==> src/sv/sgcc_pkg.sv <==
`default_nettype none

package sgcc_pkg;

    // Field widths
    localparam int PTS_W   = 11;
    localparam int COORD_W = 10;
    localparam int ID_W    = 30;
    localparam int IDX_W   = 32;
    localparam int OFF_W   = 34;
    localparam int PLANE_W = 22;
    localparam int ROWP_W  = 21;

    // Configuration register indexes
    typedef enum logic [1:0] {
        CFG_POINTS_X  = 2'd0,
        CFG_POINTS_Y  = 2'd1,
        CFG_POINTS_Z  = 2'd2,
        CFG_GRID_KIND = 2'd3
    } cfg_index_t;

    // Cell shape codes
    localparam logic [1:0] SHAPE_VOXEL = 2'd0;
    localparam logic [1:0] SHAPE_HEX   = 2'd1;
    localparam logic [1:0] SHAPE_PIXEL = 2'd2;
    localparam logic [1:0] SHAPE_QUAD  = 2'd3;

    // Reset values of the configuration
    localparam logic [PTS_W-1:0] PTS_RESET  = 11'd2;
    localparam logic             KIND_RESET = 1'b0;

    typedef struct packed {
        logic [PTS_W-1:0] points_x;
        logic [PTS_W-1:0] points_y;
        logic [PTS_W-1:0] points_z;
        logic             grid_kind;
    } cfg_t;

    // Stage 1: renamed axes, range check
    typedef struct packed {
        logic [COORD_W-1:0] i;
        logic [COORD_W-1:0] j;
        logic [COORD_W-1:0] k;
        logic [PTS_W-1:0]   ex;
        logic [PTS_W-1:0]   ey;
        logic [PTS_W-1:0]   row;
        logic               ok;
        logic               d3;
        logic               kind;
    } s1_t;

    // Stage 2: first products
    typedef struct packed {
        logic [COORD_W-1:0] i;
        logic [COORD_W-1:0] j;
        logic [COORD_W-1:0] k;
        logic [PTS_W-1:0]   ex;
        logic [PTS_W-1:0]   row;
        logic [PLANE_W-1:0] plane;
        logic [ROWP_W-1:0]  ky;
        logic [ROWP_W-1:0]  y0;
        logic               ok;
        logic               d3;
        logic               kind;
    } s2_t;

    // Stage 3: plane offsets, row offsets
    typedef struct packed {
        logic [COORD_W-1:0] i;
        logic [PTS_W-1:0]   ex;
        logic [ID_W-1:0]    z0;
        logic [ID_W-1:0]    z1;
        logic [PLANE_W-1:0] kyj;
        logic [PLANE_W-1:0] y0i;
        logic [PLANE_W-1:0] y1i;
        logic               ok;
        logic               d3;
        logic               kind;
    } s3_t;

    // Stage 4: corner bases and linear index
    typedef struct packed {
        logic [ID_W-1:0]  a;
        logic [ID_W-1:0]  b;
        logic [ID_W-1:0]  c;
        logic [ID_W-1:0]  e;
        logic [IDX_W-1:0] idx;
        logic             ok;
        logic             d3;
        logic             kind;
    } s4_t;

endpackage

`default_nettype wire

==> src/sv/sgcc_cfg_regs.sv <==
`default_nettype none

module sgcc_cfg_regs (
    input  wire logic                         clk,
    input  wire logic                         rst_n,
    input  wire logic                         cfg_we,
    input  wire logic [1:0]                   cfg_index,
    input  wire logic [sgcc_pkg::PTS_W-1:0]   cfg_data,
    output sgcc_pkg::cfg_t                    cfg
);

    sgcc_pkg::cfg_t cfg_reg;
    sgcc_pkg::cfg_t cfg_next;

    // Decode the write
    always_comb
    begin
        cfg_next = cfg_reg;
        if (cfg_we)
        begin
            unique case (sgcc_pkg::cfg_index_t'(cfg_index))
                sgcc_pkg::CFG_POINTS_X:  cfg_next.points_x  = cfg_data;
                sgcc_pkg::CFG_POINTS_Y:  cfg_next.points_y  = cfg_data;
                sgcc_pkg::CFG_POINTS_Z:  cfg_next.points_z  = cfg_data;
                sgcc_pkg::CFG_GRID_KIND: cfg_next.grid_kind = cfg_data[0];
                default:                 cfg_next = cfg_reg;
            endcase
        end
    end

    always_ff @(posedge clk or negedge rst_n)
    begin
        if (!rst_n)
        begin
            cfg_reg.points_x  <= sgcc_pkg::PTS_RESET;
            cfg_reg.points_y  <= sgcc_pkg::PTS_RESET;
            cfg_reg.points_z  <= sgcc_pkg::PTS_RESET;
            cfg_reg.grid_kind <= sgcc_pkg::KIND_RESET;
        end
        else
        begin
            cfg_reg <= cfg_next;
        end
    end

    assign cfg = cfg_reg;

endmodule

`default_nettype wire

==> src/sv/sgcc_geom.sv <==
`default_nettype none

module sgcc_geom #(
    parameter int MAX_POINTS_PER_AXIS = 1024
) (
    input  wire logic                           clk,
    input  wire logic                           rst_n,
    input  wire logic                           in_vld,
    input  wire logic [sgcc_pkg::COORD_W-1:0]   cell_x,
    input  wire logic [sgcc_pkg::COORD_W-1:0]   cell_y,
    input  wire logic [sgcc_pkg::COORD_W-1:0]   cell_z,
    input  wire sgcc_pkg::cfg_t                 cfg,
    output logic                                vld,
    output sgcc_pkg::s1_t                       s1
);

    // Largest point count an 11-bit register can hold
    localparam int PTS_MAX_REG = (1 << sgcc_pkg::PTS_W) - 1;
    localparam int CAP_INT     = (MAX_POINTS_PER_AXIS > PTS_MAX_REG) ?
                                 PTS_MAX_REG : MAX_POINTS_PER_AXIS;
    localparam logic [sgcc_pkg::PTS_W-1:0] PTS_CAP = sgcc_pkg::PTS_W'(CAP_INT);

    // Cells along an axis, point count clamped to one..cap
    function automatic logic [sgcc_pkg::PTS_W-1:0] cells_on(
        input logic [sgcc_pkg::PTS_W-1:0] pts
    );
        logic [sgcc_pkg::PTS_W-1:0] c;
        c = pts;
        if (c == '0)
            c = sgcc_pkg::PTS_W'(1);
        if (c > PTS_CAP)
            c = PTS_CAP;
        return c - sgcc_pkg::PTS_W'(1);
    endfunction

    logic [sgcc_pkg::PTS_W-1:0] nx;
    logic [sgcc_pkg::PTS_W-1:0] ny;
    logic [sgcc_pkg::PTS_W-1:0] nz;
    logic [sgcc_pkg::PTS_W-1:0] ix;
    logic [sgcc_pkg::PTS_W-1:0] jy;
    logic [sgcc_pkg::PTS_W-1:0] kz;
    logic                       d3;
    sgcc_pkg::s1_t              s1_next;
    sgcc_pkg::s1_t              s1_reg;
    logic                       vld_reg;

    assign nx = cells_on(cfg.points_x);
    assign ny = cells_on(cfg.points_y);
    assign nz = cells_on(cfg.points_z);
    assign d3 = (nx != '0) && (ny != '0) && (nz != '0);
    assign ix = {1'b0, cell_x};
    assign jy = {1'b0, cell_y};
    assign kz = {1'b0, cell_z};

    // Rename the axes and check the range
    always_comb
    begin
        s1_next.i    = cell_x;
        s1_next.j    = cell_y;
        s1_next.kind = cfg.grid_kind;
        s1_next.d3   = d3;
        s1_next.ex   = nx;
        s1_next.ey   = ny;
        s1_next.k    = '0;
        if (d3)
        begin
            s1_next.k = cell_z;
        end
        else
        begin
            priority if (nz == '0)
            begin
                s1_next.ex = nx;
                s1_next.ey = ny;
            end
            else if (ny == '0)
            begin
                s1_next.ex = nx;
                s1_next.ey = nz;
            end
            else
            begin
                s1_next.ex = ny;
                s1_next.ey = nz;
            end
        end
        s1_next.ok  = (ix < s1_next.ex) && (jy < s1_next.ey) && (!d3 || (kz < nz));
        s1_next.row = s1_next.ex + sgcc_pkg::PTS_W'(1);
    end

    always_ff @(posedge clk or negedge rst_n)
    begin
        if (!rst_n)
            vld_reg <= 1'b0;
        else
            vld_reg <= in_vld;
    end

    always_ff @(posedge clk)
    begin
        if (in_vld)
            s1_reg <= s1_next;
    end

    assign vld = vld_reg;
    assign s1  = s1_reg;

endmodule

`default_nettype wire

==> src/sv/sgcc_addr.sv <==
`default_nettype none

module sgcc_addr (
    input  wire logic           clk,
    input  wire logic           rst_n,
    input  wire logic           in_vld,
    input  wire sgcc_pkg::s1_t  s1,
    output logic                vld,
    output sgcc_pkg::s4_t       s4
);

    localparam int PW = sgcc_pkg::PLANE_W;
    localparam int RW = sgcc_pkg::ROWP_W;
    localparam int IW = sgcc_pkg::ID_W;
    localparam int XW = sgcc_pkg::IDX_W;

    logic          v2_reg;
    logic          v3_reg;
    logic          v4_reg;
    sgcc_pkg::s2_t s2_next;
    sgcc_pkg::s2_t s2_reg;
    sgcc_pkg::s3_t s3_next;
    sgcc_pkg::s3_t s3_reg;
    sgcc_pkg::s4_t s4_next;
    sgcc_pkg::s4_t s4_reg;

    // Stage 2: plane size, k*ey, j*row
    always_comb
    begin
        s2_next.i     = s1.i;
        s2_next.j     = s1.j;
        s2_next.k     = s1.k;
        s2_next.ex    = s1.ex;
        s2_next.row   = s1.row;
        s2_next.ok    = s1.ok;
        s2_next.d3    = s1.d3;
        s2_next.kind  = s1.kind;
        s2_next.plane = PW'(s1.row) * PW'(s1.ey + sgcc_pkg::PTS_W'(1));
        s2_next.ky    = RW'(s1.k) * RW'(s1.ey);
        s2_next.y0    = RW'(s1.j) * RW'(s1.row);
    end

    // Stage 3: plane offsets, row offsets plus i
    always_comb
    begin
        s3_next.i    = s2_reg.i;
        s3_next.ex   = s2_reg.ex;
        s3_next.ok   = s2_reg.ok;
        s3_next.d3   = s2_reg.d3;
        s3_next.kind = s2_reg.kind;
        s3_next.z0   = IW'(s2_reg.k) * IW'(s2_reg.plane);
        s3_next.z1   = IW'({1'b0, s2_reg.k} + 11'd1) * IW'(s2_reg.plane);
        s3_next.kyj  = PW'(s2_reg.ky) + PW'(s2_reg.j);
        s3_next.y0i  = PW'(s2_reg.y0) + PW'(s2_reg.i);
        s3_next.y1i  = PW'(s2_reg.y0) + PW'(s2_reg.row) + PW'(s2_reg.i);
    end

    // Stage 4: corner bases and linear index
    always_comb
    begin
        s4_next.ok   = s3_reg.ok;
        s4_next.d3   = s3_reg.d3;
        s4_next.kind = s3_reg.kind;
        s4_next.a    = s3_reg.z0 + IW'(s3_reg.y0i);
        s4_next.b    = s3_reg.z0 + IW'(s3_reg.y1i);
        s4_next.c    = s3_reg.z1 + IW'(s3_reg.y0i);
        s4_next.e    = s3_reg.z1 + IW'(s3_reg.y1i);
        s4_next.idx  = XW'(33'(s3_reg.kyj) * 33'(s3_reg.ex) + 33'(s3_reg.i));
    end

    // Advance valid bits
    always_ff @(posedge clk or negedge rst_n)
    begin
        if (!rst_n)
        begin
            v2_reg <= 1'b0;
            v3_reg <= 1'b0;
            v4_reg <= 1'b0;
        end
        else
        begin
            v2_reg <= in_vld;
            v3_reg <= v2_reg;
            v4_reg <= v3_reg;
        end
    end

    // Advance payload with its valid bit
    always_ff @(posedge clk)
    begin
        if (in_vld)
            s2_reg <= s2_next;
        if (v2_reg)
            s3_reg <= s3_next;
        if (v3_reg)
            s4_reg <= s4_next;
    end

    assign vld = v4_reg;
    assign s4  = s4_reg;

endmodule

`default_nettype wire

==> src/sv/structured_grid_cell_corner_ids_core.sv <==
// Corner point ids of one structured-grid cell. A cell is taken on every
// clock edge where start is high; busy is always low, so one cell per clock
// is sustained. Each result appears with done high for exactly one cycle,
// in the order the cells were taken; the receiver cannot hold results off.
// The pipeline has five register stages: axis renaming and range check, the
// products row*(ey+1), k*ey and j*row, the plane offsets k*plane and
// (k+1)*plane, the corner sums with the linear index multiply, and the
// output register. Configuration writes take effect on the next cycle and
// must only be made with no cell in flight.
`default_nettype none

module structured_grid_cell_corner_ids_core #(
    parameter int MAX_POINTS_PER_AXIS = 1024
) (
    input  wire logic        clk,
    input  wire logic        rst_n,
    input  wire logic        cfg_we,
    input  wire logic [1:0]  cfg_index,
    input  wire logic [10:0] cfg_data,
    input  wire logic        start,
    output logic             busy,
    input  wire logic [9:0]  cell_x,
    input  wire logic [9:0]  cell_y,
    input  wire logic [9:0]  cell_z,
    output logic             done,
    output logic [29:0]      corner0,
    output logic [29:0]      corner1,
    output logic [29:0]      corner2,
    output logic [29:0]      corner3,
    output logic [29:0]      corner4,
    output logic [29:0]      corner5,
    output logic [29:0]      corner6,
    output logic [29:0]      corner7,
    output logic [1:0]       shape_code,
    output logic [29:0]      linear_index,
    output logic [33:0]      end_offset,
    output logic             in_range
);

    localparam int IW = sgcc_pkg::ID_W;
    localparam int OW = sgcc_pkg::OFF_W;

    sgcc_pkg::cfg_t    cfg;
    sgcc_pkg::s1_t     s1;
    sgcc_pkg::s4_t     s4;
    logic              v1;
    logic              v4;
    logic              accept;

    logic              done_reg;
    logic [IW-1:0]     corner_reg [8];
    logic [IW-1:0]     corner_next [8];
    logic [1:0]        shape_reg;
    logic [1:0]        shape_next;
    logic [IW-1:0]     index_reg;
    logic [IW-1:0]     index_next;
    logic [OW-1:0]     offset_reg;
    logic [OW-1:0]     offset_next;
    logic              range_reg;
    logic              range_next;
    logic [32:0]       idx_plus;

    // The pipeline never stalls
    assign busy   = 1'b0;
    assign accept = start && !busy;

    sgcc_cfg_regs u_cfg (
        .clk       (clk),
        .rst_n     (rst_n),
        .cfg_we    (cfg_we),
        .cfg_index (cfg_index),
        .cfg_data  (cfg_data),
        .cfg       (cfg)
    );

    sgcc_geom #(
        .MAX_POINTS_PER_AXIS (MAX_POINTS_PER_AXIS)
    ) u_geom (
        .clk    (clk),
        .rst_n  (rst_n),
        .in_vld (accept),
        .cell_x (cell_x),
        .cell_y (cell_y),
        .cell_z (cell_z),
        .cfg    (cfg),
        .vld    (v1),
        .s1     (s1)
    );

    sgcc_addr u_addr (
        .clk    (clk),
        .rst_n  (rst_n),
        .in_vld (v1),
        .s1     (s1),
        .vld    (v4),
        .s4     (s4)
    );

    assign idx_plus = {1'b0, s4.idx} + 33'd1;

    // Order the corners, pick the shape, zero an out-of-range cell
    always_comb
    begin
        corner_next[0] = s4.a;
        corner_next[1] = s4.a + IW'(1);
        corner_next[2] = s4.kind ? s4.b + IW'(1) : s4.b;
        corner_next[3] = s4.kind ? s4.b : s4.b + IW'(1);
        corner_next[4] = s4.c;
        corner_next[5] = s4.c + IW'(1);
        corner_next[6] = s4.kind ? s4.e + IW'(1) : s4.e;
        corner_next[7] = s4.kind ? s4.e : s4.e + IW'(1);
        index_next     = s4.idx[IW-1:0];
        range_next     = s4.ok;
        if (s4.d3)
        begin
            shape_next  = s4.kind ? sgcc_pkg::SHAPE_HEX : sgcc_pkg::SHAPE_VOXEL;
            offset_next = OW'(idx_plus) << 3;
        end
        else
        begin
            shape_next  = s4.kind ? sgcc_pkg::SHAPE_QUAD : sgcc_pkg::SHAPE_PIXEL;
            offset_next = OW'(idx_plus) << 2;
            for (int q = 4; q < 8; q++)
                corner_next[q] = '0;
        end
        if (!s4.ok)
        begin
            for (int q = 0; q < 8; q++)
                corner_next[q] = '0;
            shape_next  = '0;
            index_next  = '0;
            offset_next = '0;
        end
    end

    always_ff @(posedge clk or negedge rst_n)
    begin
        if (!rst_n)
            done_reg <= 1'b0;
        else
            done_reg <= v4;
    end

    // Hold the result for its one-cycle transfer
    always_ff @(posedge clk)
    begin
        if (v4)
        begin
            corner_reg <= corner_next;
            shape_reg  <= shape_next;
            index_reg  <= index_next;
            offset_reg <= offset_next;
            range_reg  <= range_next;
        end
    end

    assign done         = done_reg;
    assign corner0      = corner_reg[0];
    assign corner1      = corner_reg[1];
    assign corner2      = corner_reg[2];
    assign corner3      = corner_reg[3];
    assign corner4      = corner_reg[4];
    assign corner5      = corner_reg[5];
    assign corner6      = corner_reg[6];
    assign corner7      = corner_reg[7];
    assign shape_code   = shape_reg;
    assign linear_index = index_reg;
    assign end_offset   = offset_reg;
    assign in_range     = range_reg;

endmodule

`default_nettype wire

==> config.mk <==
export PLATFORM = sky130hd
export DESIGN_NAME = structured_grid_cell_corner_ids_core
export DESIGN_NICKNAME = d
export VERILOG_FILES = /design/src/sv/sgcc_pkg.sv /design/src/sv/sgcc_cfg_regs.sv /design/src/sv/sgcc_geom.sv /design/src/sv/sgcc_addr.sv /design/src/sv/structured_grid_cell_corner_ids_core.sv
export SDC_FILE = /design/constraint.sdc
export NUM_CORES = 2
export LEC_CHECK = 0
export ABC_AREA = 1
export BUFFER_PORTS_ARGS = -buffer_cell sky130_fd_sc_hd__buf_2
export CAP_MARGIN = 20
export CELL_PAD_IN_SITES_DETAIL_PLACEMENT = 0
export CELL_PAD_IN_SITES_GLOBAL_PLACEMENT = 2
export CORE_ASPECT_RATIO = 1.4
export CORE_MARGIN = 1.5
export CORE_UTILIZATION = 37
export DETAILED_ROUTE_END_ITERATION = 10
export MAX_ROUTING_LAYER = met4
export PLACE_DENSITY = 0.79
export SYNTH_ARGS = -nofsm -noshare
export SYNTH_HDL_FRONTEND = slang
export SYNTH_SLANG_ARGS = --single-unit
==> constraint.sdc <==
create_clock -name clk -period 8 [get_ports clk]
set_clock_uncertainty 0.15 [all_clocks]
set_input_delay 1.6 -clock clk [delete_from_list [all_inputs] [get_ports clk]]
set_output_delay 1.6 -clock clk [all_outputs]
set_load 0.005 [all_outputs]
==> flow_metrics.env <==
export IMPL_synth_compound_area_share=0.0638
export IMPL_arrival_ns=7.54
export IMPL_core_area_sq_mm=0.195
export IMPL_ys_seq_area_frac=0.342
export IMPL_grt_pass1_vias=53722
export IMPL_fmax_mhz=138
export IMPL_io_pins=356
export IMPL_rsz0062_at_grt="false"
export IMPL_synthMostInstantiatedCell="inv_1"
export IMPL_setup_viol=0
export IMPL_slew_violations=0
export IMPL_min_path_type="reg -> reg"
export IMPL_crit_top_cell="fa_1"
export IMPL_routabilityCongestion=0.910
export IMPL_die_w_microns=377
export IMPL_syn_area_sq_mm=0.0726
export IMPL_final_hold_violation_count=0
export IMPL_synth_area_leaders="edfxtp_1, fa_1, ha_1"
export IMPL_yosysWarnings=0
export IMPL_routed_wl_microns=201000
export IMPL_tns_ns=0
export IMPL_ys_seq_elements=834
export IMPL_dp_hpwl_microns=164000
export IMPL_fillerInstances=19479
export IMPL_cts_made_buffers=90
export IMPL_drive_gt1_frac=0.0782
export IMPL_ctsResizeCount=0
export IMPL_grtUsageTotal=0.209
export IMPL_synth_top_family_by_area="adder cells"
export IMPL_final_nets=9448
export IMPL_outcome="finished, final reports clean"
export IMPL_vias=51718
export IMPL_synth_largest_area_cell="edfxtp_1"
export IMPL_synth_common_cells="inv_1, nand2_1, edfxtp_1, fa_1, ha_1"
export IMPL_cts_tree="done"
export IMPL_critPathMaxStageDelay_ns=0.61
export IMPL_area_growth_pct=10.5
export IMPL_clk_path_buf_depth=3
export IMPL_first_pass_iters=6
export IMPL_initialDrtViolationCount=2624
export IMPL_start_util=0.372
export IMPL_cp_required_ns=8.28
export IMPL_largest_reg_flops=155
export IMPL_cts_setup_buffers=0
export IMPL_critPathKind="reg -> reg"
export IMPL_antenna_found_initial=6
export IMPL_netlist_area_leader_share=0.329
export IMPL_tightest_slew_ns=1.06
export IMPL_port_buffers=352
export IMPL_rows=192
export IMPL_ant_nets=0
export IMPL_overflow=0
export IMPL_synth_edf_count=795
export IMPL_clock_sinks=834
export IMPL_finalCriticalPeriod_ns=7.26
export IMPL_maxSlewHeadroom=0.291
export IMPL_ys_types=63
export IMPL_grt_pass1_wl_microns=312000
export IMPL_avgSynthCellArea_sq_um=9.27
export IMPL_ys_flop_type="edfxtp_1"
export IMPL_grt_max_degree=173
export IMPL_critical_path_max_fanout=23
export IMPL_netlist_instances=7839
export IMPL_period_share=0.907
export IMPL_cts_max_level=3
export IMPL_synth_fa_ha_area_frac=0.302
export IMPL_path_clk_slew_ns=0.08
export IMPL_cp_start_kind="flip-flop"
export IMPL_end_kind="flip-flop"
export IMPL_synth_mux_area_frac=0
export IMPL_wl_per_cell_microns=18.6
export IMPL_cpMaxStageDelayCell="clkinv_1"
export IMPL_regArea_sq_mm=0.0249
export IMPL_die_h_microns=527
export IMPL_postCtsHoldBufs=0
export IMPL_yosys_area_share_xor_xnor=0.0506
export IMPL_dieArea_sq_mm=0.199
export IMPL_viasPerCell=4.79
export IMPL_cts_root_buf="clkbuf_16"
export IMPL_clk_latency_ns=0.71
export IMPL_multiInputGateArea_sq_mm=0.0404
export IMPL_yosys_area_share_simple=0.139
export IMPL_max_cap_violations=0
export IMPL_drc=0
export IMPL_async_flop_share=0.0468
[cell type report]
class                           count  area share
Clock buffer                      100      0.0286
Clock inverter                     66     0.00827
Sequential cell                   834       0.310
Antenna cell                        5    0.000156
Inverter                         1719      0.0804
Timing Repair Buffer              426      0.0293
Multi-Input combinational cell   5037       0.503
Tap cell                         2619      0.0408
[cell usage in the layout, fill, tap and decap left out, types with 77 or more instances in the layout]
cell	count
a21oi_1	367
buf_2	352
clkbuf_16	90
edfxtp_1	795
fa_1	767
ha_1	526
inv_1	1703
nand2_1	1618
nand3_1	171
nor2_1	485
nor3_1	77
o21ai_0	249
o22ai_1	80
xnor2_1	110
xor2_1	306
[cells by family (layout without fill, tap and decap cells)]
| logic type | Yosys count | count (layout) |
|---|---|---|
| simple gates | 2489 | 2489 |
| buf+inv | 1970 | 2311 |
| fa+ha+maj | 1293 | 1293 |
| compound gates | 834 | 834 |
| flops | 834 | 834 |
| xor+xnor | 418 | 418 |
| other cells | 1 | 8 |
[worst max-delay path, delay by kind of cell, from the launching register on]
| family | cells | cell delay, ns |
|---|---|---|
| adders and majority gates | 6 | 2.83 |
| buffers and inverters | 6 | 1.11 |
| xor gates and xnor gates | 1 | 0.14 |
| AOI/OAI and AO/OA | 4 | 0.60 |
| DFF | 1 | 0.40 |
| and+or+nand+nor | 9 | 1.73 |
[metrics by stage]
step	cell area, sq um	utilization	instances	hold slack, ns	worst slack (ns)
detailed placement	77300	0.396	10635	0.256	0.770
global placement	77300	0.396	10635	0.256	0.856
floorplan	72600	-	7841	0.250	0.564
CTS	80300	0.411	10801	0.269	0.747
finish	80300	0.411	10806	0.267	0.741
global route	80300	0.411	10805	0.273	0.189
[path summary, 6_finish.rpt]
path	from	endpoint	slack (ns)	cells past startpoint
setup / recovery	u_addr.s2_reg[90]$_DFFE_PP_	u_addr.s3_reg[98]$_DFFE_PP_	0.74	26
hold / removal	u_geom.s1[34]$_DFFE_PP_	u_addr.s2_reg[87]$_DFFE_PP_	0.27	0
setup reg to reg	u_addr.s2_reg[90]$_DFFE_PP_	u_addr.s3_reg[98]$_DFFE_PP_	0.74	26
hold reg to reg	u_geom.s1[34]$_DFFE_PP_	u_addr.s2_reg[87]$_DFFE_PP_	0.27	0
max in group asynchronous	rst_n	u_addr.v2_reg$_DFF_PN0_	6.28	2
min in group asynchronous	rst_n	u_cfg.cfg[6]$_DFFE_PN0P_	0.84	2
[per-layer routing]
metal  global-route usage  up-vias  wire, microns
met5                    -        -              0
met4               0.0694        0           7230
met3               0.0182      272           7620
met2                0.365     1150         101000
met1                0.253    25226          84500
li1                     -    25070              -
Power is not shown: default switching activity piles up to over one toggle a cycle in this logic, so the estimate is an artifact.
